`config.mk`:
```
export PLATFORM = sky130hd
export DESIGN_NAME = attitude_gyro_accel_fusion_filter
export DESIGN_NICKNAME = d
export VERILOG_FILES = /design/src/hw/rtl/agaff_pkg.sv /design/src/hw/rtl/agaff_ctrl.sv /design/src/hw/rtl/agaff_dp.sv /design/src/hw/rtl/attitude_gyro_accel_fusion_filter.sv
export SDC_FILE = /design/constraint.sdc
export NUM_CORES = 2
export LEC_CHECK = 0
export ABC_AREA = 1
export CORE_MARGIN = 2
export CORE_UTILIZATION = 45
export CTS_CLUSTER_DIAMETER = 60
export DETAILED_ROUTE_END_ITERATION = 8
export DONT_BUFFER_PORTS = 1
export HOLD_SLACK_MARGIN = 0.08
export PLACE_DENSITY = 0.69
export SYNTH_ARGS = -nofsm -noshare
export SYNTH_HDL_FRONTEND = slang
export SYNTH_SLANG_ARGS = --single-unit
```
`constraint.sdc`:
```
create_clock -name i_clk -period 12 [get_ports i_clk]
set_clock_uncertainty 0.05 [all_clocks]
set_input_delay 0 -clock i_clk [delete_from_list [all_inputs] [get_ports i_clk]]
set_output_delay 0 -clock i_clk [all_outputs]
set_load 0.005 [all_outputs]
```
`src/hw/rtl/agaff_pkg.sv`:
```
package agaff_pkg;

    localparam int INPUT_SCALE_SHIFT = 6;
    localparam int RATE_GAIN_SHIFT   = 14;
    localparam int ANGLE_GAIN_SHIFT  = 8;
    localparam int BIAS_GAIN_SHIFT   = 14;

    localparam int GAIN_W = 16;
    localparam int ADDR_W = 4;

    // register indexes on paddr[3:2]
    localparam logic [1:0] REG_RATE_GAIN  = 2'd0;
    localparam logic [1:0] REG_ANGLE_GAIN = 2'd1;
    localparam logic [1:0] REG_BIAS_GAIN  = 2'd2;

    localparam logic [GAIN_W-1:0] RATE_GAIN_RST  = 16'd128;
    localparam logic [GAIN_W-1:0] ANGLE_GAIN_RST = 16'd4;
    localparam logic [GAIN_W-1:0] BIAS_GAIN_RST  = 16'd1;

    // multiplier gain operand
    localparam logic [1:0] GSEL_RATE  = 2'd0;
    localparam logic [1:0] GSEL_ANGLE = 2'd1;
    localparam logic [1:0] GSEL_BIAS  = 2'd2;

    // state update selected for one axis
    localparam logic [1:0] UPD_NONE  = 2'd0;
    localparam logic [1:0] UPD_ERR   = 2'd1;
    localparam logic [1:0] UPD_ANGLE = 2'd2;
    localparam logic [1:0] UPD_BIAS  = 2'd3;

    typedef struct packed {
        logic               action;
        logic signed [15:0] pitch_rate_sample;
        logic signed [15:0] pitch_angle_sample;
        logic signed [15:0] roll_rate_sample;
        logic signed [15:0] roll_angle_sample;
    } t_in_word;

    typedef struct packed {
        logic signed [31:0] pitch_angle_est;
        logic signed [31:0] pitch_rate_est;
        logic signed [31:0] pitch_bias_est;
        logic signed [31:0] roll_angle_est;
        logic signed [31:0] roll_rate_est;
        logic signed [31:0] roll_bias_est;
    } t_out_word;

    typedef struct packed {
        logic       ld_in;
        logic       clear;
        logic       mul_en;
        logic       mul_err;
        logic       mul_axis;
        logic [1:0] mul_gain;
        logic [1:0] upd;
        logic       upd_axis;
        logic       ld_out;
    } t_dp_cmd;

endpackage

```
`src/hw/rtl/agaff_ctrl.sv`:
```
module agaff_ctrl (
    input  logic             i_clk,
    input  logic             i_rst_n,
    input  logic             i_in_valid,
    input  logic             i_action,
    output logic             o_in_stall,
    output logic             o_out_valid,
    input  logic             i_out_stall,
    output agaff_pkg::t_dp_cmd o_cmd
);
    import agaff_pkg::*;

    localparam logic [3:0] ST_IDLE  = 4'd0;
    localparam logic [3:0] ST_MR0   = 4'd1;
    localparam logic [3:0] ST_ERR0  = 4'd2;
    localparam logic [3:0] ST_ERR1  = 4'd3;
    localparam logic [3:0] ST_ANG0  = 4'd4;
    localparam logic [3:0] ST_ANG1  = 4'd5;
    localparam logic [3:0] ST_BIAS0 = 4'd6;
    localparam logic [3:0] ST_BIAS1 = 4'd7;
    localparam logic [3:0] ST_DONE  = 4'd8;

    logic [3:0] r_state, n_state;
    logic       r_out_valid, n_out_valid;
    logic       w_accept;
    logic       w_out_free;
    t_dp_cmd    w_cmd;

    assign w_accept   = (r_state == ST_IDLE) && i_in_valid;
    assign w_out_free = !r_out_valid || !i_out_stall;

    always_comb begin
        n_state = r_state;
        w_cmd   = '0;
        case (r_state)
            ST_IDLE: begin
                if (w_accept) begin
                    w_cmd.ld_in = !i_action;
                    w_cmd.clear = i_action;
                    n_state     = i_action ? ST_DONE : ST_MR0;
                end
            end
            ST_MR0: begin
                w_cmd.mul_en   = 1'b1;
                w_cmd.mul_gain = GSEL_RATE;
                n_state        = ST_ERR0;
            end
            ST_ERR0: begin
                w_cmd.upd      = UPD_ERR;
                w_cmd.mul_en   = 1'b1;
                w_cmd.mul_axis = 1'b1;
                w_cmd.mul_gain = GSEL_RATE;
                n_state        = ST_ERR1;
            end
            ST_ERR1: begin
                w_cmd.upd      = UPD_ERR;
                w_cmd.upd_axis = 1'b1;
                w_cmd.mul_en   = 1'b1;
                w_cmd.mul_err  = 1'b1;
                w_cmd.mul_gain = GSEL_ANGLE;
                n_state        = ST_ANG0;
            end
            ST_ANG0: begin
                w_cmd.upd      = UPD_ANGLE;
                w_cmd.mul_en   = 1'b1;
                w_cmd.mul_err  = 1'b1;
                w_cmd.mul_axis = 1'b1;
                w_cmd.mul_gain = GSEL_ANGLE;
                n_state        = ST_ANG1;
            end
            ST_ANG1: begin
                w_cmd.upd      = UPD_ANGLE;
                w_cmd.upd_axis = 1'b1;
                w_cmd.mul_en   = 1'b1;
                w_cmd.mul_err  = 1'b1;
                w_cmd.mul_gain = GSEL_BIAS;
                n_state        = ST_BIAS0;
            end
            ST_BIAS0: begin
                w_cmd.upd      = UPD_BIAS;
                w_cmd.mul_en   = 1'b1;
                w_cmd.mul_err  = 1'b1;
                w_cmd.mul_axis = 1'b1;
                w_cmd.mul_gain = GSEL_BIAS;
                n_state        = ST_BIAS1;
            end
            ST_BIAS1: begin
                w_cmd.upd      = UPD_BIAS;
                w_cmd.upd_axis = 1'b1;
                n_state        = ST_DONE;
            end
            ST_DONE: begin
                // wait for the output register to free up
                if (w_out_free) begin
                    w_cmd.ld_out = 1'b1;
                    n_state      = ST_IDLE;
                end
            end
            default: begin
                n_state = ST_IDLE;
            end
        endcase
    end

    always_comb begin
        n_out_valid = r_out_valid;
        if (w_cmd.ld_out) begin
            n_out_valid = 1'b1;
        end else if (r_out_valid && !i_out_stall) begin
            n_out_valid = 1'b0;
        end
    end

    always_ff @(posedge i_clk) begin
        if (!i_rst_n) begin
            r_state     <= ST_IDLE;
            r_out_valid <= 1'b0;
        end else begin
            r_state     <= n_state;
            r_out_valid <= n_out_valid;
        end
    end

    assign o_in_stall  = (r_state != ST_IDLE);
    assign o_out_valid = r_out_valid;
    assign o_cmd       = w_cmd;

endmodule

```
`src/hw/rtl/agaff_dp.sv`:
```
module agaff_dp (
    input  logic                i_clk,
    input  logic                i_rst_n,
    input  agaff_pkg::t_in_word i_in_word,
    input  agaff_pkg::t_dp_cmd  i_cmd,
    input  logic [15:0]         i_rate_gain,
    input  logic [15:0]         i_angle_gain,
    input  logic [15:0]         i_bias_gain,
    output agaff_pkg::t_out_word o_out_word
);
    import agaff_pkg::*;

    function automatic logic signed [31:0] scale_sample(input logic signed [15:0] s);
        logic signed [31:0] ext;
        ext = {{16{s[15]}}, s};
        return ext <<< INPUT_SCALE_SHIFT;
    endfunction

    logic signed [31:0] r_angle [2];
    logic signed [31:0] r_bias  [2];
    logic signed [31:0] r_rate  [2];
    logic signed [31:0] r_err   [2];
    logic signed [31:0] r_acc   [2];
    logic        [31:0] r_prod;
    t_out_word          r_out;

    logic        [31:0] w_mul_a;
    logic        [15:0] w_mul_b;
    logic        [31:0] w_prod;
    logic signed [31:0] w_rate_inc;
    logic signed [31:0] w_angle_pull;
    logic signed [31:0] w_bias_inc;
    logic signed [31:0] w_ang;

    // one shared 32x16 multiplier, low word kept (wraps like 32-bit int)
    always_comb begin
        w_mul_a = i_cmd.mul_err ? r_err[i_cmd.mul_axis] : r_rate[i_cmd.mul_axis];
        case (i_cmd.mul_gain)
            GSEL_RATE:  w_mul_b = i_rate_gain;
            GSEL_ANGLE: w_mul_b = i_angle_gain;
            GSEL_BIAS:  w_mul_b = i_bias_gain;
            default:    w_mul_b = '0;
        endcase
        w_prod = w_mul_a * {16'd0, w_mul_b};
    end

    assign w_rate_inc   = $signed(r_prod) >>> RATE_GAIN_SHIFT;
    assign w_angle_pull = $signed(r_prod) >>> ANGLE_GAIN_SHIFT;
    assign w_bias_inc   = $signed(r_prod) >>> BIAS_GAIN_SHIFT;
    assign w_ang        = r_angle[i_cmd.upd_axis] + w_rate_inc;

    always_ff @(posedge i_clk) begin
        if (!i_rst_n) begin
            r_angle[0] <= '0;
            r_angle[1] <= '0;
            r_bias[0]  <= '0;
            r_bias[1]  <= '0;
        end else if (i_cmd.clear) begin
            r_angle[0] <= '0;
            r_angle[1] <= '0;
            r_bias[0]  <= '0;
            r_bias[1]  <= '0;
        end else begin
            case (i_cmd.upd)
                UPD_ERR:   r_angle[i_cmd.upd_axis] <= w_ang;
                UPD_ANGLE: r_angle[i_cmd.upd_axis] <= r_angle[i_cmd.upd_axis] - w_angle_pull;
                UPD_BIAS:  r_bias[i_cmd.upd_axis]  <= r_bias[i_cmd.upd_axis] + w_bias_inc;
                default: begin
                end
            endcase
        end
    end

    always_ff @(posedge i_clk) begin
        if (i_cmd.clear) begin
            r_rate[0] <= '0;
            r_rate[1] <= '0;
        end else if (i_cmd.ld_in) begin
            r_rate[0] <= scale_sample(i_in_word.pitch_rate_sample) - r_bias[0];
            r_rate[1] <= scale_sample(i_in_word.roll_rate_sample) - r_bias[1];
            r_acc[0]  <= scale_sample(i_in_word.pitch_angle_sample);
            r_acc[1]  <= scale_sample(i_in_word.roll_angle_sample);
        end
        if (i_cmd.upd == UPD_ERR) begin
            r_err[i_cmd.upd_axis] <= w_ang - r_acc[i_cmd.upd_axis];
        end
        if (i_cmd.mul_en) begin
            r_prod <= w_prod;
        end
        if (i_cmd.ld_out) begin
            r_out.pitch_angle_est <= r_angle[0];
            r_out.pitch_rate_est  <= r_rate[0];
            r_out.pitch_bias_est  <= r_bias[0];
            r_out.roll_angle_est  <= r_angle[1];
            r_out.roll_rate_est   <= r_rate[1];
            r_out.roll_bias_est   <= r_bias[1];
        end
    end

    assign o_out_word = r_out;

endmodule

```
`src/hw/rtl/attitude_gyro_accel_fusion_filter.sv`:
```
// channel   direction  handshake               word
// in        input      i_in_valid / o_in_stall  t_in_word (action, four 16-bit samples)
// out       output     o_out_valid / i_out_stall t_out_word (six 32-bit estimates)
// config    input      apb psel/penable         three 16-bit gains at 0x0, 0x4, 0x8
//
// a filter word steps through the multiply and update states and returns to idle once the
// output is free; six products go through one shared 32x16 multiplier, one per cycle
// a clear word zeroes angles, rates and biases and goes from idle straight to the done state
// the result waits in an output register, a stalled output holds the block in its last step
// synchronous active-low reset clears angles, biases and restores the gain defaults
module attitude_gyro_accel_fusion_filter (
    input  logic                  i_clk,
    input  logic                  i_rst_n,
    input  logic                  i_in_valid,
    output logic                  o_in_stall,
    input  agaff_pkg::t_in_word   i_in_word,
    output logic                  o_out_valid,
    input  logic                  i_out_stall,
    output agaff_pkg::t_out_word  o_out_word,
    input  logic                  psel,
    input  logic                  penable,
    input  logic                  pwrite,
    input  logic [3:0]            paddr,
    input  logic [31:0]           pwdata,
    output logic [31:0]           prdata,
    output logic                  pready
);
    import agaff_pkg::*;

    logic [GAIN_W-1:0] r_rate_gain;
    logic [GAIN_W-1:0] r_angle_gain;
    logic [GAIN_W-1:0] r_bias_gain;
    logic              w_cfg_wr;
    logic [1:0]        w_reg_idx;
    t_dp_cmd           w_cmd;

    assign pready    = 1'b1;
    assign w_cfg_wr  = psel && penable && pwrite;
    assign w_reg_idx = paddr[ADDR_W-1:2];

    always_ff @(posedge i_clk) begin
        if (!i_rst_n) begin
            r_rate_gain  <= RATE_GAIN_RST;
            r_angle_gain <= ANGLE_GAIN_RST;
            r_bias_gain  <= BIAS_GAIN_RST;
        end else if (w_cfg_wr) begin
            case (w_reg_idx)
                REG_RATE_GAIN:  r_rate_gain  <= pwdata[GAIN_W-1:0];
                REG_ANGLE_GAIN: r_angle_gain <= pwdata[GAIN_W-1:0];
                REG_BIAS_GAIN:  r_bias_gain  <= pwdata[GAIN_W-1:0];
                default: begin
                end
            endcase
        end
    end

    always_comb begin
        case (w_reg_idx)
            REG_RATE_GAIN:  prdata = {16'd0, r_rate_gain};
            REG_ANGLE_GAIN: prdata = {16'd0, r_angle_gain};
            REG_BIAS_GAIN:  prdata = {16'd0, r_bias_gain};
            default:        prdata = '0;
        endcase
    end

    agaff_ctrl u_ctrl (
        .i_clk       (i_clk),
        .i_rst_n     (i_rst_n),
        .i_in_valid  (i_in_valid),
        .i_action    (i_in_word.action),
        .o_in_stall  (o_in_stall),
        .o_out_valid (o_out_valid),
        .i_out_stall (i_out_stall),
        .o_cmd       (w_cmd)
    );

    agaff_dp u_dp (
        .i_clk        (i_clk),
        .i_rst_n      (i_rst_n),
        .i_in_word    (i_in_word),
        .i_cmd        (w_cmd),
        .i_rate_gain  (r_rate_gain),
        .i_angle_gain (r_angle_gain),
        .i_bias_gain  (r_bias_gain),
        .o_out_word   (o_out_word)
    );

endmodule

```
### Yosys cells after proc, flatten, opt, wreduce, memory -nomap -nowiden

Memory sizes are Yosys's and may differ from the RTL's. A register that Yosys moved wholly into a read port is not among the register bits.
Cells that the tools add are included.

* register bits after elaboration: 149
* latch bits: 0
* bits in writable memories: 308
* ROM bits: 0
* input bits: 108
* output and inout port bits: 227
* word-level logic and storage cells: 125
* memories kept: 5

* add/sub/neg operators: 6
* $mul: 1
* div/mod/pow operators: 0
* order comparisons: 0
* equal/unequal tests: 17
* shift operators: 0
* muxes and demuxes: 53
* bitwise operators: 7
* reductions and logical operators: 28

Memories
* u_dp.r_angle: depth 2, width 32, rd ports 3, clocked after Yosys merged registers in 2, write ports 2, line agaff_dp.sv:19 `logic signed [31:0] r_angle [2];`
* u_dp.r_bias: depth 2, width 32, rd ports 3, clocked after Yosys merged registers in 0, write ports 2, line agaff_dp.sv:20 `logic signed [31:0] r_bias [2];`
* u_dp.r_err: depth 2, width 32, rd ports 1, clocked after Yosys merged registers in 0, write ports 1, line agaff_dp.sv:22 `logic signed [31:0] r_err [2];`
* u_dp.r_rate: depth 2, width 32, rd ports 3, clocked after Yosys merged registers in 2, write ports 2, line agaff_dp.sv:21 `logic signed [31:0] r_rate [2];`
* u_dp.r_acc: depth 2, width 26, rd ports 1, clocked after Yosys merged registers in 0, write ports 2, line agaff_dp.sv:23 `logic signed [31:0] r_acc [2];`

Operators with widths (number)
* 2-to-1 mux 32 bit: 10
* case mux 16 bit (3 select lines): 2
* adder 32 x 18 -> 32 bit: 2
* OR reduction 32 bit: 2
* subtractor 22 x 32 -> 32 bit: 2
* case mux 4 bit (9 select lines): 1
* 2-to-1 mux 1 bit: 33
* multiplier 32 x 16 -> 32 bit: 1
* subtractor 32 x 24 -> 32 bit: 1
* subtractor 32 bit: 1
* == test 4 x 3 -> 1 bit, second input constant: 4
* 2-to-1 mux 4 bit: 3
* OR reduction 2 bit: 5
* == test 2 bit, second input constant: 4
* == test 4 x 2 -> 1 bit, second input constant: 2
* AND reduction 2 bit: 4
* bitwise OR 1 bit: 7
* == test 2 x 1 -> 1 bit, second input constant: 3
* case mux 2 bit (3 select lines): 1
* OR reduction 3 bit: 2
* OR reduction 6 bit: 1
* == test 4 x 1 -> 1 bit, second input constant: 1
* == test 4 bit, second input constant: 1
* logical AND 1 bit: 4
* 10 further kinds: 15

### Longest topological paths before layout

* depth in word-level cells: 11
* depth in mapped cells: 37
* depth with buffers taken out: 34

### Hierarchy

A second synthesis with hierarchy kept.

* cells, all modules: 4924
* area, all modules: 42701.0 sq um

Modules (own cells, without submodules)
* agaff_dp: times used 1, cells an instance 4500, area an instance 39920.8 sq um, seq. area each 15134.5 sq um
* attitude_gyro_accel_fusion_filter: times used 1, cells an instance 372, area an instance 2441.1 sq um, seq. area each 960.9 sq um
* agaff_ctrl: times used 1, cells an instance 52, area an instance 339.1 sq um, seq. area each 100.1 sq um

### Worst setup path after synthesis

No wires, ideal clock.

* path type: reg2reg
* from: register u_ctrl.r_state[1]
* to: register o_out_word[128] (netlist name)
* library setup time: 807 ps
* arrival: 9935 ps
* required time: 11143 ps
* path slack: 1208 ps
* cell stages (with the launch flop): 4
* path buffers: 0
* clock period less this slack: 10792 ps
* path through: dfxtp_1 nor2_1 nand3_1 a21oi_1

* longest elaborated chain between the ends: 2

Ends and longest elaborated chain
* start: declaration: line agaff_ctrl.sv:23 `logic [3:0] r_state, n_state;`
* start signal: assignment: line agaff_ctrl.sv:119 `r_state <= n_state;`
* == test 4 bit: line agaff_ctrl.sv:35 `case (r_state)`
* 2-to-1 mux 1 bit: line agaff_ctrl.sv:35

No other way between the ends.
A chain may end at the register's enable or synchronous reset.

### Final worst setup path

* from: register u_ctrl.r_state[3]
* to: register u_dp.r_prod[28], data pin

* longest elaborated chain between the ends: 6
* elaborated cells between the ends (all ways): 20
* classes of those cells: mul: 1; eq/ne: 7; mux: 5; reduce/logical: 5; memory: 2

Ends and longest elaborated chain
* == test 4 x 3 -> 1 bit or == test 4 x 2 -> 1 bit (tied branches): line agaff_ctrl.sv:35
* OR reduction 2 bit (no source line) or OR reduction 3 bit (tied branches)
* case mux 2 bit (2 select lines) or 2-to-1 mux 1 bit (tied branches): line agaff_ctrl.sv:35
* == test 2 bit, or another cell as far along: line agaff_dp.sv:38 `case (i_cmd.mul_gain)`
* case mux 16 bit (3 select lines) or 2-to-1 mux 32 bit (tied branches): line agaff_dp.sv:38, agaff_dp.sv:37
* multiplier 32 x 16 -> 32 bit *: line agaff_dp.sv:44 `w_prod = w_mul_a * {16'd0, w_mul_b};`
* net u_dp.w_prod[28]: line agaff_dp.sv:29 `logic [31:0] w_prod;`
* end signal: assignment: line agaff_dp.sv:88 `r_prod <= w_prod;`
* end: declaration: line agaff_dp.sv:24 `logic [31:0] r_prod;`

Mark *: on every way through the listed nets, which the timed path passes. The rest lies on a longest branch.

==> impl_metrics.py <==
metrics = {
    "outcome": {
        "status": "finished clean",
    },
    "cells_and_area": {
        "mostFrequentLayoutCell": "nand2_1",
        "layout_common_cells": "nand2_1, inv_1, edfxtp_1",
        "final_cells": 6109,
        "area_growth_pct": 12.2,
        "nNetsFinal": 5511,
        "regArea_sq_mm": 0.0162,
        "fill_cells": 8448,
        "drive_above_1_share_pct": 4.31,
        "multi_input_area_sq_mm": 0.0221,
    },
    "die": {
        "die-area_sq_mm": 0.0950,
        "die_h_um": 308,
        "die_w_um": 308,
        "num_io_pins": 335,
        "fp-row-count": 111,
        "start_util_pct": 45.4,
        "core_sq_mm": 0.0917,
    },
    "timing": {
        "tightestPinTransition_ns": 1.21,
        "max_freq_ghz": 0.115,
        "finalSetupViolCount": 0,
        "slew_violations": 0,
        "finalHoldViolCount": 0,
        "rsz0062_at_grt": "false",
        "period_needed_ns": 8.70,
        "timing.final.ws_setup_ns": 3.30,
        "post-route-period-util_pct": 72.5,
        "relSlewSlack_pct": 19.3,
        "tns_ns": 0,
    },
    "pwr": {
        "netSwitchingFraction_pct": 38.7,
        "p_total_mw": 7.12,
        "p_sw_mw": 2.76,
        "p_int_mw": 4.37,
        "seq_power_share_pct": 35.7,
        "vdd_drop_max_mv": 0.158,
        "powerDensity_mw_per_mm2": 152,
        "clkPwrFrac_pct": 28.6,
        "power.leakage_nw": 20.3,
        "comb_power_share_pct": 35.7,
    },
    "run": {
        "maxCapViolCount": 0,
    },
    "critical_path": {
        "critPathMaxFanout": 38,
        "crit_type": "register to register",
        "cp_data_arrival_time_ns": 9.04,
        "crit_path_end_kind": "register",
        "worst_path_max_delay_cell": "nor2_1",
        "required_ns": 12.34,
        "max_stage_delay_ns": 0.71,
        "cp_common_cell": "fa_1",
        "start_kind": "register",
    },
    "cts": {
        "clk_pin_slew_ns": 0.06,
        "clkLatencyLatePin_ns": 0.65,
        "post_cts_resize_count": 0,
        "h-tree-depth": 3,
        "cts.sinks": 557,
        "cts_made_buffers": 67,
        "cts_max_path_buffers": 3,
        "cts-root-buf": "clkbuf_16",
        "postCtsSetupBuffers": 0,
        "postCtsHoldBufs": 169,
        "tritoncts": "done",
    },
    "placed_design": {
        "dp_cells": 5812,
        "io_buffers": 0,
        "gp_congestion": 1.00,
        "post-dp-hpwl_um": 100000,
        "place_ws_ns": 3.43,
    },
    "logic_synthesis": {
        "seq_area_frac_synth_pct": 38.9,
        "ys_types": 58,
        "synth_warnings": 0,
        "synth_enable_flop_cells": 504,
        "syn_area_sq_mm": 0.0416,
        "ys_seq_elements": 557,
        "syn-instance-count": 4711,
        "syn_area_per_cell_sq_um": 8.84,
        "async_flop_share_pct": 0,
        "synthFlopType": "edfxtp_1",
    },
    "global_routing": {
        "antenna_found_initial": 7,
        "grt_pass1_wl_um": 200000,
        "grt_overflow": 0,
        "grtUsageTotal_pct": 28.1,
        "grt_max_degree": 78,
        "first_global_vias": 33012,
    },
    "route": {
        "vias": 33911,
        "ant_nets": 0,
        "wl_per_cell_um": 21.8,
        "drt-initial-drc-count": 3611,
        "viasPerCell": 5.55,
        "drc": 0,
        "dr.pass1.iters": 6,
        "routed_wl_um": 133000,
    },
    "worst_hold_path": {
        "holdCritPathClass": "input port to register",
    },
}
-- cells in the mapped netlist, drive strengths merged (23+ instances only) --
master	count	area [sq um]
nand2	1067	4040
dfxtp	53	1060
nand4	29	181
o21a	33	248
a21oi	316	1590
a21o	30	225
buf	50	340
fa	307	6150
clkbuf	86	323
edfxtp	504	15100
o211ai	23	178
o21bai	23	188
ha	232	2900
nand3	220	1140
xor2	80	701
o21ai	243	1230
xnor2	41	359
nor2	498	1910
nor3	36	185
inv	723	2710
-- sequential cells by signal (all words and copies together), names as in the netlist --
register / flops
o_out_word: 128
u_dp.o_out_word: 64
u_dp.r_angle: 64
u_dp.r_bias: 64
u_dp.r_err: 64
u_dp.r_rate: 64
u_dp.r_acc: 32
u_dp.r_prod: 24
r_angle_gain: 16
r_bias_gain: 16
r_rate_gain: 16
u_ctrl.r_state: 4
u_ctrl.o_out_valid: 1
-- power by group through the flow --
stage	combinational [mW]	clock, mW	sequential, mW
floorplan	1.68	0	2.50
global placement	2.40	0	2.58
detailed placement	2.42	0	2.57
CTS	2.50	2.06	2.54
global route	2.80	2.14	2.55
finish	2.54	2.03	2.54
-- stage by stage --
stage,utilization (%),instance area [sq um],hold WS (ns)
6_report,51.0,46700,0.0995
5_1_grt,51.0,46700,0.157
4_1_cts,50.9,46700,0.0802
3_5_place_dp,46.7,42800,0.0440
3_3_place_gp,46.7,42800,0.0409
2_1_floorplan,-,41700,0.0489
-- critical path, delay by kind of cell (launching register included) --
kind	cells	cell delay (ns)
DFF	1	0.43
buffers and inverters	6	1.21
and+or+nand+nor	13	3.08
AOI/OAI and AO/OA	1	0.22
adders and majority gates	7	3.41
-- kinds of logic after synthesis --
group | synth area share [%]
flip-flops | 38.9
AO/OA/AOI/OAI | 9.58
buffers and inverters | 8.23
multiplexers | 0.409
AND/OR/NAND/NOR | 18.6
other | 0.0180
XOR/XNOR | 2.55
adder cells (fa/ha/maj) | 21.7
-- area by class of cell --
| class | instances | area share (%) |
|---|---|---|
| sequential | 557 | 34.7 |
| tap | 1186 | 3.18 |
| clock inverter | 37 | 0.844 |
| clock buffer | 83 | 3.83 |
| multi-input combinational | 3297 | 47.3 |
| antenna | 8 | 0.0429 |
| timing repair buffer | 205 | 4.22 |
| inverter | 736 | 5.92 |
-- path summary, 6_finish.rpt --
kind / from / end / slack (ns) / cells after the start
hold reg to reg: u_dp.r_angle[0][7]$_SDFFCE_PN0P_ / o_out_word[167]$_DFFE_PP_ / 0.37 / 0
hold / removal: pwdata[5] / r_rate_gain[5]$_SDFFE_PN0P_ / 0.1 / 3
setup reg to reg: u_ctrl.r_state[3]$_SDFFE_PN0P_ / u_dp.r_prod[28]$_DFFE_PP_ / 3.30 / 27
setup / recovery: u_ctrl.r_state[3]$_SDFFE_PN0P_ / u_dp.r_prod[28]$_DFFE_PP_ / 3.30 / 27
-- layer usage --
metal  global-route usage, %  wire [um]
met1                    36.6      53100
met2                    45.2      61700
met3                    6.51      12800
met5                       0         21
met4                    11.4       5600
No activity file was read; power rests on OpenSTA's default activity.
